$ cat src/hdl/swm_pkg.sv
// Package for the sliding window median block.
// Holds the sizing constants, the sequencer state type and the repair routine type; no dependencies.
`default_nettype none
package swm_pkg;
  localparam int unsigned WindowDefault = 16;
  localparam int unsigned SampleW = 16;

  typedef enum logic [3:0] {
    StInit,
    StIdle,
    StLoad,
    StDispatch,
    StRdA,
    StRdB,
    StCmp,
    StSwap,
    StNext,
    StMed,
    StMedWait,
    StOut
  } seq_state_e;

  // Which repair routine runs: up or down on either heap.
  typedef enum logic [1:0] {
    OpMinUp,
    OpMaxUp,
    OpMinDown,
    OpMaxDown
  } op_e;
endpackage
`default_nettype wire

$ cat src/hdl/swm_mem.sv
// Synchronous single-port-write, registered-read memory used for the sample
// and index tables of the sliding window median. No package dependency.
`default_nettype none
module swm_mem #(
  parameter int unsigned Depth = 16,
  parameter int unsigned Width = 16,
  localparam int unsigned AddrW = (Depth > 1) ? $clog2(Depth) : 1
) (
  input  wire logic             clk_i,
  input  wire logic             we_i,
  input  wire logic [AddrW-1:0] waddr_i,
  input  wire logic [Width-1:0] wdata_i,
  input  wire logic [AddrW-1:0] raddr_i,
  output logic      [Width-1:0] rdata_o
);
  logic [Width-1:0] mem [Depth];

  always_ff @(posedge clk_i) begin
    if (we_i) begin
      mem[waddr_i] <= wdata_i;
    end
    rdata_o <= mem[raddr_i];
  end
endmodule
`default_nettype wire

$ cat src/hdl/sliding_window_median.sv
// Sliding window running median over the last Window signed samples.
// Input beats arrive on sample_i/sample_valid_i, stalled by sample_stall_o;
// each accepted beat produces exactly one median beat on median_o with
// median_valid_o, which the receiver may hold off with median_stall_i.
// The window lives in a sample memory; heap-position and heap-slot tables
// in two more memories link slots and heap positions. A sequencer performs
// the sift steps one compare-exchange at a time. The old sample and its heap
// position are read at the accepting edge and used in the load state. Each
// compare step then runs through dispatch, two slot reads, two sample reads,
// compare with the first table write, and the second write. A step down that
// first picks between two children runs once more through the reads and the
// compare. Finding a routine already finished passes only through dispatch
// and the finishing state. The median read runs through the median state,
// the median-wait state and two output phases. One item is in flight at a
// time and sample_stall_o stays high while it is worked on. The median sits
// in an output register until taken; meanwhile the next beat may be accepted
// and sifted, and the sequencer waits before its median read while the
// receiver still stalls. After reset the sequencer sweeps the index tables
// with the fixed fill pattern, one entry a cycle, and accepts no beat until
// that sweep ends.
`default_nettype none
module sliding_window_median #(
  parameter int unsigned Window = swm_pkg::WindowDefault
) (
  input  wire logic        clk_i,
  input  wire logic        rst_ni,
  input  wire logic [15:0] sample_i,
  input  wire logic        sample_valid_i,
  output logic             sample_stall_o,
  output logic      [15:0] median_o,
  output logic             median_valid_o,
  input  wire logic        median_stall_i
);
  localparam int unsigned HSize = Window + 1;
  localparam int unsigned SlotW = (Window > 1) ? $clog2(Window) : 1;
  localparam int unsigned HAddrW = $clog2(HSize);
  localparam int unsigned PosW = HAddrW + 1; // signed heap position
  localparam int unsigned CntW = $clog2(Window / 2 + 1) + 1;
  localparam int unsigned Hoff = Window / 2;
  localparam int unsigned MinMax = (Window - 1) / 2;
  localparam int unsigned MaxMax = Window / 2;
  localparam int unsigned SW = swm_pkg::SampleW;

  typedef logic signed [PosW-1:0] pos_t;

  swm_pkg::seq_state_e state_q, state_d;
  swm_pkg::op_e op_q, op_d;

  logic [HAddrW-1:0] init_q, init_d;
  logic [SlotW-1:0]  oldest_q, oldest_d;
  logic [CntW-1:0]   minc_q, minc_d, maxc_q, maxc_d;
  pos_t              p_q, p_d;       // current position in sift
  pos_t              a_q, a_d, b_q, b_d; // pair under test: a below b swaps
  logic [SlotW-1:0]  sa_q, sa_d, sb_q, sb_d;
  logic signed [SW-1:0] va_q, va_d;
  logic signed [SW-1:0] new_q, new_d;
  logic [1:0]        phase_q, phase_d; // sub-phase of dispatch / median
  logic              sel_q, sel_d;   // down: choosing child
  logic [SW-1:0]     med_q, med_d;
  logic              ovalid_q, ovalid_d;

  // Memories.
  logic              smp_we;
  logic [SlotW-1:0]  smp_wa, smp_ra;
  logic [SW-1:0]     smp_wd;
  logic signed [SW-1:0] smp_rd;
  logic              pos_we;
  logic [SlotW-1:0]  pos_wa, pos_ra;
  logic signed [PosW-1:0] pos_wd, pos_rd;
  logic              hsi_we;
  logic [HAddrW-1:0] hsi_wa, hsi_ra;
  logic [SlotW-1:0]  hsi_wd, hsi_rd;

  swm_mem #(.Depth(Window), .Width(SW)) u_smp (
    .clk_i, .we_i(smp_we), .waddr_i(smp_wa), .wdata_i(smp_wd),
    .raddr_i(smp_ra), .rdata_o(smp_rd));
  swm_mem #(.Depth(Window), .Width(PosW)) u_pos (
    .clk_i, .we_i(pos_we), .waddr_i(pos_wa), .wdata_i(pos_wd),
    .raddr_i(pos_ra), .rdata_o(pos_rd));
  swm_mem #(.Depth(HSize), .Width(SlotW)) u_hsi (
    .clk_i, .we_i(hsi_we), .waddr_i(hsi_wa), .wdata_i(hsi_wd),
    .raddr_i(hsi_ra), .rdata_o(hsi_rd));

  function automatic logic [HAddrW-1:0] haddr(pos_t p);
    logic signed [PosW:0] k;
    k = PosW'(p) + (PosW+1)'(Hoff);
    return k[HAddrW-1:0];
  endfunction

  // Signed extended counts for comparisons.
  pos_t minc_s, maxc_s;
  assign minc_s = pos_t'({1'b0, minc_q});
  assign maxc_s = pos_t'({1'b0, maxc_q});

  // Init pattern: slot k -> (k+1)/2, negated for odd k.
  logic [HAddrW:0] init_half;
  pos_t init_pos;
  assign init_half = ({1'b0, init_q} + 1'b1) >> 1;
  assign init_pos = init_q[0] ? -pos_t'(init_half) : pos_t'(init_half);

  // Signed halving toward zero, as C does on positions.
  function automatic pos_t half(pos_t p);
    return (p < 0) ? -((-p) >>> 1) : (p >>> 1);
  endfunction

  logic signed [SW:0] msum;
  logic signed [SW:0] mhalf;
  assign msum = {va_q[SW-1], va_q} + {smp_rd[SW-1], smp_rd};
  assign mhalf = (msum < 0) ? -((-msum) >>> 1) : (msum >>> 1);

  always_ff @(posedge clk_i or negedge rst_ni) begin
    if (!rst_ni) begin
      state_q <= swm_pkg::StInit;
      op_q <= swm_pkg::OpMinUp;
      init_q <= '0;
      oldest_q <= '0;
      minc_q <= '0;
      maxc_q <= '0;
      phase_q <= '0;
      sel_q <= 1'b0;
      ovalid_q <= 1'b0;
    end else begin
      state_q <= state_d;
      op_q <= op_d;
      init_q <= init_d;
      oldest_q <= oldest_d;
      minc_q <= minc_d;
      maxc_q <= maxc_d;
      phase_q <= phase_d;
      sel_q <= sel_d;
      ovalid_q <= ovalid_d;
    end
  end

  always_ff @(posedge clk_i) begin
    p_q <= p_d;
    a_q <= a_d;
    b_q <= b_d;
    sa_q <= sa_d;
    sb_q <= sb_d;
    va_q <= va_d;
    new_q <= new_d;
    med_q <= med_d;
  end

  // Phase codes for the dispatch chain.
  localparam logic [1:0] PhMain = 2'd0;
  localparam logic [1:0] PhSecond = 2'd1; // post-up continuation
  localparam logic [1:0] PhMedZero = 2'd2;

  always_comb begin
    state_d = state_q;
    op_d = op_q;
    init_d = init_q;
    oldest_d = oldest_q;
    minc_d = minc_q;
    maxc_d = maxc_q;
    p_d = p_q;
    a_d = a_q;
    b_d = b_q;
    sa_d = sa_q;
    sb_d = sb_q;
    va_d = va_q;
    new_d = new_q;
    phase_d = phase_q;
    sel_d = sel_q;
    med_d = med_q;
    ovalid_d = ovalid_q;
    smp_we = 1'b0;
    smp_wa = oldest_q;
    smp_wd = new_q;
    smp_ra = oldest_q;
    pos_we = 1'b0;
    pos_wa = sa_q;
    pos_wd = b_q;
    pos_ra = oldest_q;
    hsi_we = 1'b0;
    hsi_wa = haddr(a_q);
    hsi_wd = sb_q;
    hsi_ra = haddr(a_q);
    sample_stall_o = 1'b1;

    if (ovalid_q && !median_stall_i) begin
      ovalid_d = 1'b0;
    end

    unique case (state_q)
      swm_pkg::StInit: begin
        pos_we = (init_q < HAddrW'(Window));
        pos_wa = init_q[SlotW-1:0];
        pos_wd = init_pos;
        hsi_we = pos_we;
        hsi_wa = haddr(init_pos);
        hsi_wd = init_q[SlotW-1:0];
        init_d = init_q + 1'b1;
        if (init_q == HAddrW'(Window - 1)) begin
          state_d = swm_pkg::StIdle;
        end
      end
      swm_pkg::StIdle: begin
        sample_stall_o = 1'b0;
        smp_ra = oldest_q;
        pos_ra = oldest_q;
        if (sample_valid_i) begin
          new_d = sample_i;
          state_d = swm_pkg::StLoad;
        end
      end
      swm_pkg::StLoad: begin
        // Old sample and heap position of the oldest slot are now read.
        p_d = pos_rd;
        smp_we = 1'b1;
        smp_wa = oldest_q;
        smp_wd = new_q;
        oldest_d = (oldest_q == SlotW'(Window - 1)) ? '0 : oldest_q + 1'b1;
        phase_d = PhMain;
        state_d = swm_pkg::StDispatch;
        if (pos_rd > 0) begin
          if (minc_q < CntW'(MinMax)) begin
            minc_d = minc_q + 1'b1;
            op_d = swm_pkg::OpMinUp;
          end else if (new_q > smp_rd) begin
            op_d = swm_pkg::OpMinDown;
            p_d = pos_rd <<< 1;
          end else begin
            op_d = swm_pkg::OpMinUp;
          end
        end else if (pos_rd < 0) begin
          if (maxc_q < CntW'(MaxMax)) begin
            maxc_d = maxc_q + 1'b1;
            op_d = swm_pkg::OpMaxUp;
          end else if (new_q < smp_rd) begin
            op_d = swm_pkg::OpMaxDown;
            p_d = pos_rd <<< 1;
          end else begin
            op_d = swm_pkg::OpMaxUp;
          end
        end else begin
          phase_d = PhMedZero;
          op_d = swm_pkg::OpMaxUp;
          p_d = -pos_t'(1);
          if (maxc_q == '0) begin
            op_d = swm_pkg::OpMinUp;
            p_d = pos_t'(1);
            if (minc_q == '0) state_d = swm_pkg::StMed;
          end
        end
      end
      swm_pkg::StDispatch: begin
        // Set up the next compare for the current operation.
        sel_d = 1'b0;
        unique case (op_q)
          swm_pkg::OpMinUp: begin
            a_d = p_q;
            b_d = half(p_q);
            if (p_q <= 0) state_d = swm_pkg::StNext;
            else state_d = swm_pkg::StRdA;
          end
          swm_pkg::OpMaxUp: begin
            a_d = half(p_q);
            b_d = p_q;
            if (p_q >= 0) state_d = swm_pkg::StNext;
            else state_d = swm_pkg::StRdA;
          end
          swm_pkg::OpMinDown: begin
            // p_q is the child index already doubled.
            if (p_q > minc_s) begin
              state_d = swm_pkg::StNext;
            end else if (p_q < minc_s) begin
              sel_d = 1'b1;
              a_d = p_q + pos_t'(1);
              b_d = p_q;
              state_d = swm_pkg::StRdA;
            end else begin
              a_d = p_q;
              b_d = half(p_q);
              state_d = swm_pkg::StRdA;
            end
          end
          default: begin
            if (p_q < -maxc_s) begin
              state_d = swm_pkg::StNext;
            end else if (p_q > -maxc_s) begin
              sel_d = 1'b1;
              a_d = p_q;
              b_d = p_q - pos_t'(1);
              state_d = swm_pkg::StRdA;
            end else begin
              a_d = half(p_q);
              b_d = p_q;
              state_d = swm_pkg::StRdA;
            end
          end
        endcase
      end
      swm_pkg::StRdA: begin
        hsi_ra = haddr(a_q);
        state_d = swm_pkg::StRdB;
        phase_d = phase_q;
      end
      swm_pkg::StRdB: begin
        hsi_ra = haddr(b_q);
        sa_d = hsi_rd;
        smp_ra = hsi_rd;
        state_d = swm_pkg::StCmp;
      end
      swm_pkg::StCmp: begin
        sb_d = hsi_rd;
        va_d = smp_rd;
        smp_ra = hsi_rd;
        state_d = swm_pkg::StSwap;
      end
      swm_pkg::StSwap: begin
        if (sel_q) begin
          // Child choice: pick the better sibling, then compare with parent.
          sel_d = 1'b0;
          state_d = swm_pkg::StRdA;
          if (op_q == swm_pkg::OpMinDown) begin
            p_d = (va_q < smp_rd) ? a_q : b_q;
            a_d = (va_q < smp_rd) ? a_q : b_q;
            b_d = half((va_q < smp_rd) ? a_q : b_q);
          end else begin
            p_d = (va_q < smp_rd) ? b_q : a_q;
            a_d = half((va_q < smp_rd) ? b_q : a_q);
            b_d = (va_q < smp_rd) ? b_q : a_q;
          end
        end else if (va_q < smp_rd) begin
          // First half of the swap: move slot b to position a and fix its back link.
          hsi_we = 1'b1;
          hsi_wa = haddr(a_q);
          hsi_wd = sb_q;
          pos_we = 1'b1;
          pos_wa = sb_q;
          pos_wd = a_q;
          state_d = swm_pkg::StNext;
          sel_d = 1'b1;
        end else begin
          // No exchange: this routine stops here.
          p_d = (op_q == swm_pkg::OpMinUp || op_q == swm_pkg::OpMaxUp) ?
                pos_t'(1) : p_q;
          sel_d = 1'b0;
          a_d = pos_t'(1);
          state_d = swm_pkg::StNext;
          phase_d = phase_q;
        end
      end
      swm_pkg::StNext: begin
        if (sel_q) begin
          // Second half of a swap, then advance.
          hsi_we = 1'b1;
          hsi_wa = haddr(b_q);
          hsi_wd = sa_q;
          pos_we = 1'b1;
          pos_wa = sa_q;
          pos_wd = b_q;
          sel_d = 1'b0;
          state_d = swm_pkg::StDispatch;
          unique case (op_q)
            swm_pkg::OpMinUp: p_d = b_q;
            swm_pkg::OpMaxUp: p_d = a_q;
            swm_pkg::OpMinDown: p_d = a_q <<< 1;
            default: p_d = b_q <<< 1;
          endcase
          // A swap at the median boundary is the tail pair step.
          if (phase_q == PhSecond) begin
            phase_d = PhMain;
            state_d = swm_pkg::StDispatch;
            op_d = (op_q == swm_pkg::OpMinUp) ? swm_pkg::OpMaxDown
                                              : swm_pkg::OpMinDown;
            p_d = (op_q == swm_pkg::OpMinUp) ? -pos_t'(2) : pos_t'(2);
          end
        end else begin
          // Routine finished; p_q == 0 means an up sift reached the top.
          state_d = swm_pkg::StMed;
          unique case (op_q)
            swm_pkg::OpMinUp: begin
              if (phase_q == PhMedZero) begin
                if (p_q == 0) begin
                  op_d = swm_pkg::OpMinDown;
                  p_d = pos_t'(2);
                  phase_d = PhMain;
                  state_d = swm_pkg::StDispatch;
                end
              end else if (phase_q == PhMain && p_q == 0) begin
                phase_d = PhSecond;
                a_d = pos_t'(0);
                b_d = -pos_t'(1);
                state_d = swm_pkg::StRdA;
              end
            end
            swm_pkg::OpMaxUp: begin
              if (phase_q == PhMedZero) begin
                if (p_q == 0) begin
                  op_d = swm_pkg::OpMaxDown;
                  p_d = -pos_t'(2);
                  phase_d = PhMedZero;
                  state_d = swm_pkg::StDispatch;
                end else if (minc_q != '0) begin
                  op_d = swm_pkg::OpMinUp;
                  p_d = pos_t'(1);
                  state_d = swm_pkg::StDispatch;
                end
              end else if (phase_q == PhMain && p_q == 0 && minc_q != '0) begin
                phase_d = PhSecond;
                a_d = pos_t'(1);
                b_d = pos_t'(0);
                state_d = swm_pkg::StRdA;
              end
            end
            swm_pkg::OpMaxDown: begin
              if (phase_q == PhMedZero && minc_q != '0) begin
                op_d = swm_pkg::OpMinUp;
                p_d = pos_t'(1);
                state_d = swm_pkg::StDispatch;
              end
            end
            default: begin
            end
          endcase
          if (phase_q == PhSecond) begin
            // Boundary pair was in order: done.
            state_d = swm_pkg::StMed;
          end
        end
      end
      swm_pkg::StMed: begin
        hsi_ra = haddr(pos_t'(0));
        phase_d = PhMain;
        // The median read starts only once the output register is free.
        if (!ovalid_q || !median_stall_i) begin
          state_d = swm_pkg::StMedWait;
        end
      end
      swm_pkg::StMedWait: begin
        smp_ra = hsi_rd;
        hsi_ra = haddr(-pos_t'(1));
        state_d = swm_pkg::StOut;
        phase_d = PhMain;
      end
      swm_pkg::StOut: begin
        if (phase_q == PhMain) begin
          va_d = smp_rd;
          smp_ra = hsi_rd;
          phase_d = PhSecond;
        end else begin
          med_d = (minc_q < maxc_q) ? mhalf[SW-1:0] : va_q;
          ovalid_d = 1'b1;
          state_d = swm_pkg::StIdle;
        end
      end
      default: state_d = swm_pkg::StIdle;
    endcase
  end

  assign median_o = med_q;
  assign median_valid_o = ovalid_q;
endmodule
`default_nettype wire

$ cat config.mk
export PLATFORM = sky130hd
export DESIGN_NAME = sliding_window_median
export DESIGN_NICKNAME = d
export VERILOG_FILES = /design/src/hdl/swm_pkg.sv /design/src/hdl/swm_mem.sv /design/src/hdl/sliding_window_median.sv
export SDC_FILE = /design/constraint.sdc
export NUM_CORES = 1
export LEC_CHECK = 0
export BUFFER_PORTS_ARGS = -buffer_cell sky130_fd_sc_hd__buf_4
export CAP_MARGIN = 20
export CORE_MARGIN = 2
export CORE_UTILIZATION = 60
export DETAILED_ROUTE_END_ITERATION = 6
export GPL_TIMING_DRIVEN = 0
export PLACE_DENSITY = 0.76
export SLEW_MARGIN = 20
export SYNTH_ARGS = -nofsm -noshare
export SYNTH_HDL_FRONTEND = slang
export SYNTH_SLANG_ARGS = --single-unit
$ cat constraint.sdc
create_clock -name clk_i -period 5.6 [get_ports clk_i]
set_input_delay 0.56 -clock clk_i [delete_from_list [all_inputs] [get_ports clk_i]]
set_output_delay 0.56 -clock clk_i [all_outputs]
set_load 0.01 [all_outputs]
==> results of run 1 <==
-- path summary, 6_finish.rpt --
kind                                  start     endpoint  cells after the start
min in group asynchronous            rst_ni    maxc_q[0]                      2
min reg2reg                u_smp.rdata_o[7]      va_q[7]                      0
max reg2reg                        va_q[13]       b_q[3]                     16
max                                va_q[13]       b_q[3]                     16
min                            sample_i[13]    new_q[13]                      1
max in group asynchronous            rst_ni  oldest_q[3]                      2
-- layout make-up --
type	count	share of cell area, %
tap	592	2.47
inverter	66	0.824
clock buffer	66	4.65
buffer	109	1.49
clock inverter	27	0.958
sequential	549	53.5
timing repair buffer	63	1.59
multi-input combinational	1322	34.5
-- state kept, by name, summed over array words and instances (netlist names), 5 cells and up --
name	count
a_q	6
b_q	6
init_q	5
maxc_q	5
median_o	16
minc_q	5
new_q	16
p_q	6
u_hsi.mem	68
u_pos.mem	96
u_pos.rdata_o	6
u_smp.mem	256
u_smp.rdata_o	16
va_q	16
-- cells in the final DEF, fill, tap and decap left out, types with 54 or more instances in the layout --
cell type and count:
sky130_fd_sc_hd__o21ai_0 82, sky130_fd_sc_hd__nor2_1 146, sky130_fd_sc_hd__nand2_1 183, sky130_fd_sc_hd__a21oi_1 75, sky130_fd_sc_hd__ha_1 83, sky130_fd_sc_hd__clkbuf_1 91, sky130_fd_sc_hd__inv_1 66, sky130_fd_sc_hd__mux4_2 100
sky130_fd_sc_hd__edfxtp_1 494, sky130_fd_sc_hd__clkbuf_16 54
-- routing by layer --
layer	routed length, microns	global-route usage [%]	up-vias	part of all wire [%]
met1	28100	42.0	9077	41
li1	-	-	8132	-
met2	32300	47.2	1003	47
met4	2130	10.1	0	3.1
met5	0	0	-	0
met3	5920	4.14	169	8.7
-- stage by stage --
stage | hold WS (ps) | setup WS, ps | total power [mW]
after floorplan | 264 | 1370 | 13.3
after global placement | 449 | 406 | 15.9
after detailed placement | 454 | 336 | 16.2
after CTS | 109 | 243 | 19.9
after global routing | 120 | 138 | 21.2
final | 134 | 327 | 20.0
-- kinds of logic (layout without fill, tap and decap cells) --
kind of cell	Yosys count	in the layout
AO/OA/AOI/OAI	409	409
adder cells (fa/ha/maj)	84	84
buffers and inverters	175	331
flip-flops	549	549
XOR/XNOR	69	69
AND/OR/NAND/NOR	600	600
multiplexers	160	160
-- power by group through the flow --
stage	sequential (mW)	clock (mW)	combinational, mW
finish	5.78	3.52	10.7
global route	5.82	3.70	11.6
CTS	5.77	3.55	10.6
detailed placement	5.84	0	10.4
global placement	5.83	0	10.1
floorplan	5.67	0	7.68
-- what timing repair did --
action,4_1_cts,5_1_grt
setup endpoints to repair,0,1
hold buffers,1,0
gates resized for setup,0,1
endpoints found under the hold margin,29,0
==> results.txt, run 1 <==
----------------------------------------------------
[Final layout]
  Area taken by multi-input logic gates ... 10400 sq um
  Final non-filler cell area ... 30000 sq um
  Non-filler instance count after layout ... about 2800
  Layout cell share with drive strength beyond 1 ... 14.8%
  Count of nets after finishing ... 2267
  Number of inserted diodes ... 0
  Combined flip-flop and latch cell area ... 16100 sq um
  Utilization after layout ... between 60 and 70%
  Total of fill cells in the finished design ... 3090
  Syn-to-layout area delta ... 11.1%

[Routing]
  DRC violation count after routing ... 0
  DR pass1 iterations ... 6
  Number of vias in the routed layout ... 18400
  Antenna-violating nets left ... 0
  Detailed router's first-iteration violation count ... 2170
  Via density per instance ... 6.58
  Routed wire length per instance ... 24.5 microns
  Wire length reported by the detailed router ... 68400 microns

[Floorplanning]
  Die span in y ... roughly 220 microns
  Die Span X ... about 220 microns
  Core area ... 44300 sq um
  Effective utilization at floorplan ... 61.0%
  Total Die Area ... 46800 sq um
  Site Rows ... 77
  Total I/O pin count ... 38

[Synth]
  Average cell area after synthesis ... 13.2 sq um
  Compound-cell area share of the yosys netlist ... 10.3%
  Yosys warnings ... 0
  Number of synthesized register bits ... 549
  Share of the synthesized area in the top cell type ... 54.8%
  Most instantiated cells after synthesis ... sky130_fd_sc_hd__edfxtp_1, sky130_fd_sc_hd__nand2_1, sky130_fd_sc_hd__nor2_1
  Post-Syn Instances ... 2046
  Area share of fa/ha/maj cells after synthesis ... 3.91%
  Proportion of register bits with asynchronous set or reset after synthesis ... under 10%
  Most instantiated flip-flop cell in the synthesis netlist ... sky130_fd_sc_hd__edfxtp_1
  Distinct cells, synth ... 90
  Post-synthesis cell type with the largest combined area ... sky130_fd_sc_hd__edfxtp_1
  Post-synthesis instance area ... approximately 27000 sq um
  Synth area leaders ... sky130_fd_sc_hd__edfxtp_1, sky130_fd_sc_hd__mux4_2, sky130_fd_sc_hd__ha_1
  Fraction of synthesized area in multiplexers ... between 10% and 20%
  Share of synthesized area occupied by flip-flops and latches ... approximately 59%
  Post-Synthesis Net Count ... 2150
  Xor-xnor portion of the synthesized cell area ... under 10%
  Number of enable flip-flop cells after synthesis ... 494
  Main combinational cell family by area after synthesis ... simple AND/OR/NAND/NOR gates
  Leading cell type by number of instances after synthesis ... sky130_fd_sc_hd__edfxtp_1
  Share of synthesized cell area in and, or, nand and nor gates ... 10.8%

[Clock network]
  Cts bufs inserted ... 52
  Number of setup buffers added after CTS ... 0
  Clock tree root driver cell ... sky130_fd_sc_hd__clkbuf_16
  H-Tree Level Count ... 2
  Clock transition at the registers of the reported paths ... 70 ps
  Bufs on Longest Clock Path ... 3
  Clock latency on the worst-skew pair ... between 600 and 700 ps
  CTS tree ... built
  Clock Sinks ... 549

[STA]
  Clock Skews ... 46.5 ps
  Tcrit/Tclk final ... 94.2%
  RSZ-0062 raised after global routing ... no
  Setup violation total in the final timing report ... 0
  Max transition margin ... 27.2%
  Actual transition at the worst max-transition pin ... around 1100 ps
  Achievable clock frequency ... ~0.19 GHz
  Final count of hold timing violations ... 0
  Clock period minus final worst setup slack ... ~5300 ps
  Count of final max-slew check failures ... 0
  Setup TNS ... 0 ps

[Placement]
  Post-DP Area ... roughly 28000 sq um
  Dpl hpwl ... 46800 microns
  Placed cell count ... 2700
  Global placement routability congestion ... 0.939
  Input/output buffers ... 37

[Power]
  Switching power total ... 8.67 mW
  Flop pwr share ... 28.9%
  Power density normalized to cell area ... 667 nW/um^2
  Max IR drop VDD ... 0.000315 V
  Internal power ... 11.4 mW
  Portion of total power attributed to combinational logic ... 53.6%
  Net switching fraction of the power ... 43.3%
  LEAKAGE ... 10.4 nW
  Fraction of power consumed by the clock network ... 17.6%

[Setup path]
  Slowest-stage cell, CP ... sky130_fd_sc_hd__mux4_2
  Maximum cell stage delay along the critical path ... 530 ps
  CP max FO ... 10
  Signal arrival time at the worst endpoint ... 5600 ps
  Category of cells accounting for the largest share of critical-path delay ... multiplexers
  Chain of cells forming the critical path ... ha_1, clkbuf_1, a21oi_1, nor2_1, or3_1, a2111o_1, o21ai_2, buf_2, buf_4, mux2i_1, ha_1, mux4_2, nand2_1, xor2_1, mux2i_1, o2111ai_1
  R2r setup slk ... 330 ps
  Critical path capture point type ... flip-flop
  Combined buffer and inverter count along the critical path ... 3
  Required arrival time at the worst endpoint ... 5930 ps
  Type of origin of the critical path ... flip-flop
  Crit path kind ... reg2reg

[Global route]
  Antenna violations before repair ... 0
  Pin count of the biggest net entering global routing ... 30
  Remaining global-route overflow ... 0
  Total GRT Usage ... 29.5%
  Wire length of the first global-routing pass ... 106000 microns
  Vias in the first global route ... 17900

[Job]
  # Max-Cap Violations ... 0

[Status]
  Run status ... finished clean

[Min path]
  HP Class ... in2reg

----------------------------------------------------
Note: power is estimated with default switching activity, not from simulation.
==> inputs of run 2 (changes only) <==
CORE_UTILIZATION = 50   (was 60)
PLACE_DENSITY = 0.66   (was 0.76)
==> results.txt, run 2 (same netlist as run 1, synthesis figures left out) <==
----------------------------------------------------
[Power]
  Max IR drop VDD ... 0.000311 V (-1.0%)
  Power density normalized to cell area ... 665 nW/um^2 (-0.25%)
  Power after layout ... 20.3 mW (+1.1%)
  LEAKAGE ... 10.5 nW (+1.6%)

[Routing]
  DRC violation count after routing ... 4 (+4)
  Number of vias in the routed layout ... 18000 (-2.3%)
  Wire length reported by the detailed router ... 66300 microns (-3.0%)
  Antenna-violating nets left ... 0 (unchanged)
  Via density per instance ... 6.16 (-6.3%)
  Routed wire length per instance ... 22.8 microns (-7.0%)
  DR pass1 iterations ... 7 (+1)
  Detailed router's first-iteration violation count ... 1750 (-19%)

[Final layout]
  Most common cell after layout, fill and taps aside ... sky130_fd_sc_hd__edfxtp_1
  Total of fill cells in the finished design ... 4204 (+36%)
  Flip-flop count of the largest register, all copies and words added ... 256 (unchanged)
  Layout cell share with drive strength beyond 1 ... 15.8% (+1.1 points)
  Syn-to-layout area delta ... 12.6%
  Biggest registers after layout ... u_smp.mem x256, u_pos.mem x96, u_hsi.mem x68
  Count of nets after finishing ... 2275 (+0.35%)
  Utilization after layout ... 56.7% (-11 points)
  Number of inserted diodes ... 0 (unchanged)
  Leading cell types in the layout, fill and taps excluded ... sky130_fd_sc_hd__edfxtp_1, sky130_fd_sc_hd__nand2_1, sky130_fd_sc_hd__nor2_1, sky130_fd_sc_hd__mux4_2
  Register with the most flip-flops ... u_smp.mem

[Placement]
  Dpl hpwl ... 47500 microns (+1.6%)
  Input/output buffers ... 37 (unchanged)
  Placement Setup Slack ... 149 ps (-187 ps)
  Global placement routability congestion ... 0.909 (-3.2%)

[Setup path]
  Maximum cell stage delay along the critical path ... 590 ps (+60 ps)
  Critical path capture point type ... flip-flop
  Required arrival time at the worst endpoint ... 5930 ps (about the same)
  Chain of cells forming the critical path ... ha_1, clkbuf_1, a21oi_1, nor2_1, or3_1, a2111o_1, o21ai_2, buf_2, buf_4, mux2i_1, ha_1, mux4_2, nand2_1, xor2_1, mux2i_1, o2111ai_1
  Type of origin of the critical path ... flip-flop
  CP max FO ... 10 (unchanged)
  Signal arrival time at the worst endpoint ... 5670 ps (+70 ps)
  Slowest-stage cell, CP ... sky130_fd_sc_hd__mux2i_1
  Crit path kind ... reg2reg

[STA]
  Max transition margin ... 28.4% (+1.2 points)
  Actual transition at the worst max-transition pin ... 1070 ps (-8.66 ps)
  RSZ-0062 raised after global routing ... no
  Hold Worst Slack ... 111 ps (-22.3 ps)
  Count of final max-slew check failures ... 0 (unchanged)
  Setup violation total in the final timing report ... 0 (unchanged)
  Worst Slack Setup Final ... 266 ps (-61.3 ps)
  Tcrit/Tclk final ... 95.3% (+1.1 points)
  Setup TNS ... 0 ps (unchanged)
  Clock Skews ... 29.8 ps (-16.7 ps)
  Achievable clock frequency ... 0.187 GHz (-1.1%)
  Clock period minus final worst setup slack ... 5330 ps (+61.3 ps)
  Final count of hold timing violations ... 0 (unchanged)

[Clock network]
  Cts bufs inserted ... 56 (+7.7%)
  Clock transition at the registers of the reported paths ... 70 ps (about the same)
  Clock latency on the worst-skew pair ... 630 ps (about the same)
  Bufs on Longest Clock Path ... 3 (unchanged)
  Clock Sinks ... 549 (unchanged)
  CTS tree ... built
  Clock tree root driver cell ... sky130_fd_sc_hd__clkbuf_16
  H-Tree Level Count ... 2 (unchanged)

[Global route]
  Antenna violations before repair ... 0 (unchanged)
  Vias in the first global route ... 17500 (-2.3%)
  Total GRT Usage ... 23.8% (-5.7 points)
  Wire length of the first global-routing pass ... 103000 microns (-2.6%)
  Pin count of the biggest net entering global routing ... 30 (unchanged)
  Remaining global-route overflow ... 0 (unchanged)

[Status]
  Run status ... finished with violations
  Violations in the final reports ... DRC

[Floorplanning]
  Total Die Area ... 56000 sq um (+20%)
  Effective utilization at floorplan ... 50.4% (-11 points)
  Site Rows ... 85 (+10%)
  Total I/O pin count ... 38 (unchanged)
  Core area ... 53700 sq um (+21%)
  Die span in y ... 237 microns (+9.4%)
  Die Span X ... 237 microns (+9.4%)

[Min path]
  HP Class ... in2reg

[Job]
  # Max-Cap Violations ... 0 (unchanged)

----------------------------------------------------
==> run 2: changes by cell type in the layout (fill, tap and decap cells not counted), moves of 2 or more <==
cell	before	now
sky130_fd_sc_hd__o21ai_2	3	5
sky130_fd_sc_hd__clkinv_4	0	3
sky130_fd_sc_hd__buf_2	25	28
sky130_fd_sc_hd__clkbuf_8	0	6
sky130_fd_sc_hd__buf_8	1	5
sky130_fd_sc_hd__clkinv_2	6	13
sky130_fd_sc_hd__bufinv_16	5	7
sky130_fd_sc_hd__clkbuf_1	91	83
sky130_fd_sc_hd__buf_6	5	1
sky130_fd_sc_hd__clkinv_8	0	2
sky130_fd_sc_hd__o21ai_1	8	6
sky130_fd_sc_hd__clkbuf_16	54	56
==> run 2: layout make-up <==
class                           instances  area (sq um)  area share, %
Sequential cell                       549         16100           52.8
Multi-Input combinational cell       1322         10400           34.0
Clock buffer                           66          1500           4.92
Tap cell                              696           871           2.86
Timing Repair Buffer                   67           517           1.70
Buffer                                109           448           1.47
Clock inverter                         39           430           1.41
Inverter                               66           248          0.813
==> run 2: worst paths after layout <==
path | start | end | slack, ps | cells after the start
worst min register to register | u_smp.rdata_o[1] | va_q[1] | 460 | 0
max in group asynchronous | rst_ni | oldest_q[2] | 4810 | 2
worst min-delay path | sample_i[12] | new_q[12] | 110 | 1
min in group asynchronous | rst_ni | minc_q[3] | 430 | 2
worst max register to register | va_q[13] | b_q[3] | 270 | 16
worst max-delay path | va_q[13] | b_q[3] | 270 | 16
==> run 2: power by group <==
part	total, mW	internal, mW	switching, mW
Clock	3.85	2.25	1.60
Sequential	5.76	5.37	0.383
Combinational	10.7	3.98	6.67
==> run 2: per-stage QoR <==
| step | cell area (sq um) | cells |
|---|---|---|
| 2_1_floorplan | 27100 | 2046 |
| 5_1_grt | 30500 | 2914 |
| 4_1_cts | 30500 | 2914 |
| 3_5_place_dp | 28500 | 2808 |
| 3_3_place_gp | 28200 | 2779 |
| 6_report | 30500 | 2914 |
==> run 2: worst max-delay path, delay by kind of cell, from the launching register on <==
kind            cells  cell delay (ps)
compound gates      4              990
xor+xnor            1              200
fa+ha+maj           2              670
buf+inv             3              850
flops               1              460
mux                 3             1360
simple gates        3              490
==> run 2: repair_timing <==
item | in CTS | in global routing
endpoints found under the setup margin | 0 | 1
gates resized for setup | 0 | 1
endpoints found under the hold margin | 29 | 0
hold buffers | 1 | 0
buffers inserted | 0 | 0
==> run 2: metal layers <==
metal	routed length, microns	share of wire (%)	up-vias	GRT usage (%)
met5	0	0	-	0
met4	1620	2.4	0	6.14
met3	4670	7.0	121	3.63
met2	30500	46	703	37.4
met1	29500	45	8976	34.9
li1	-	-	8163	-
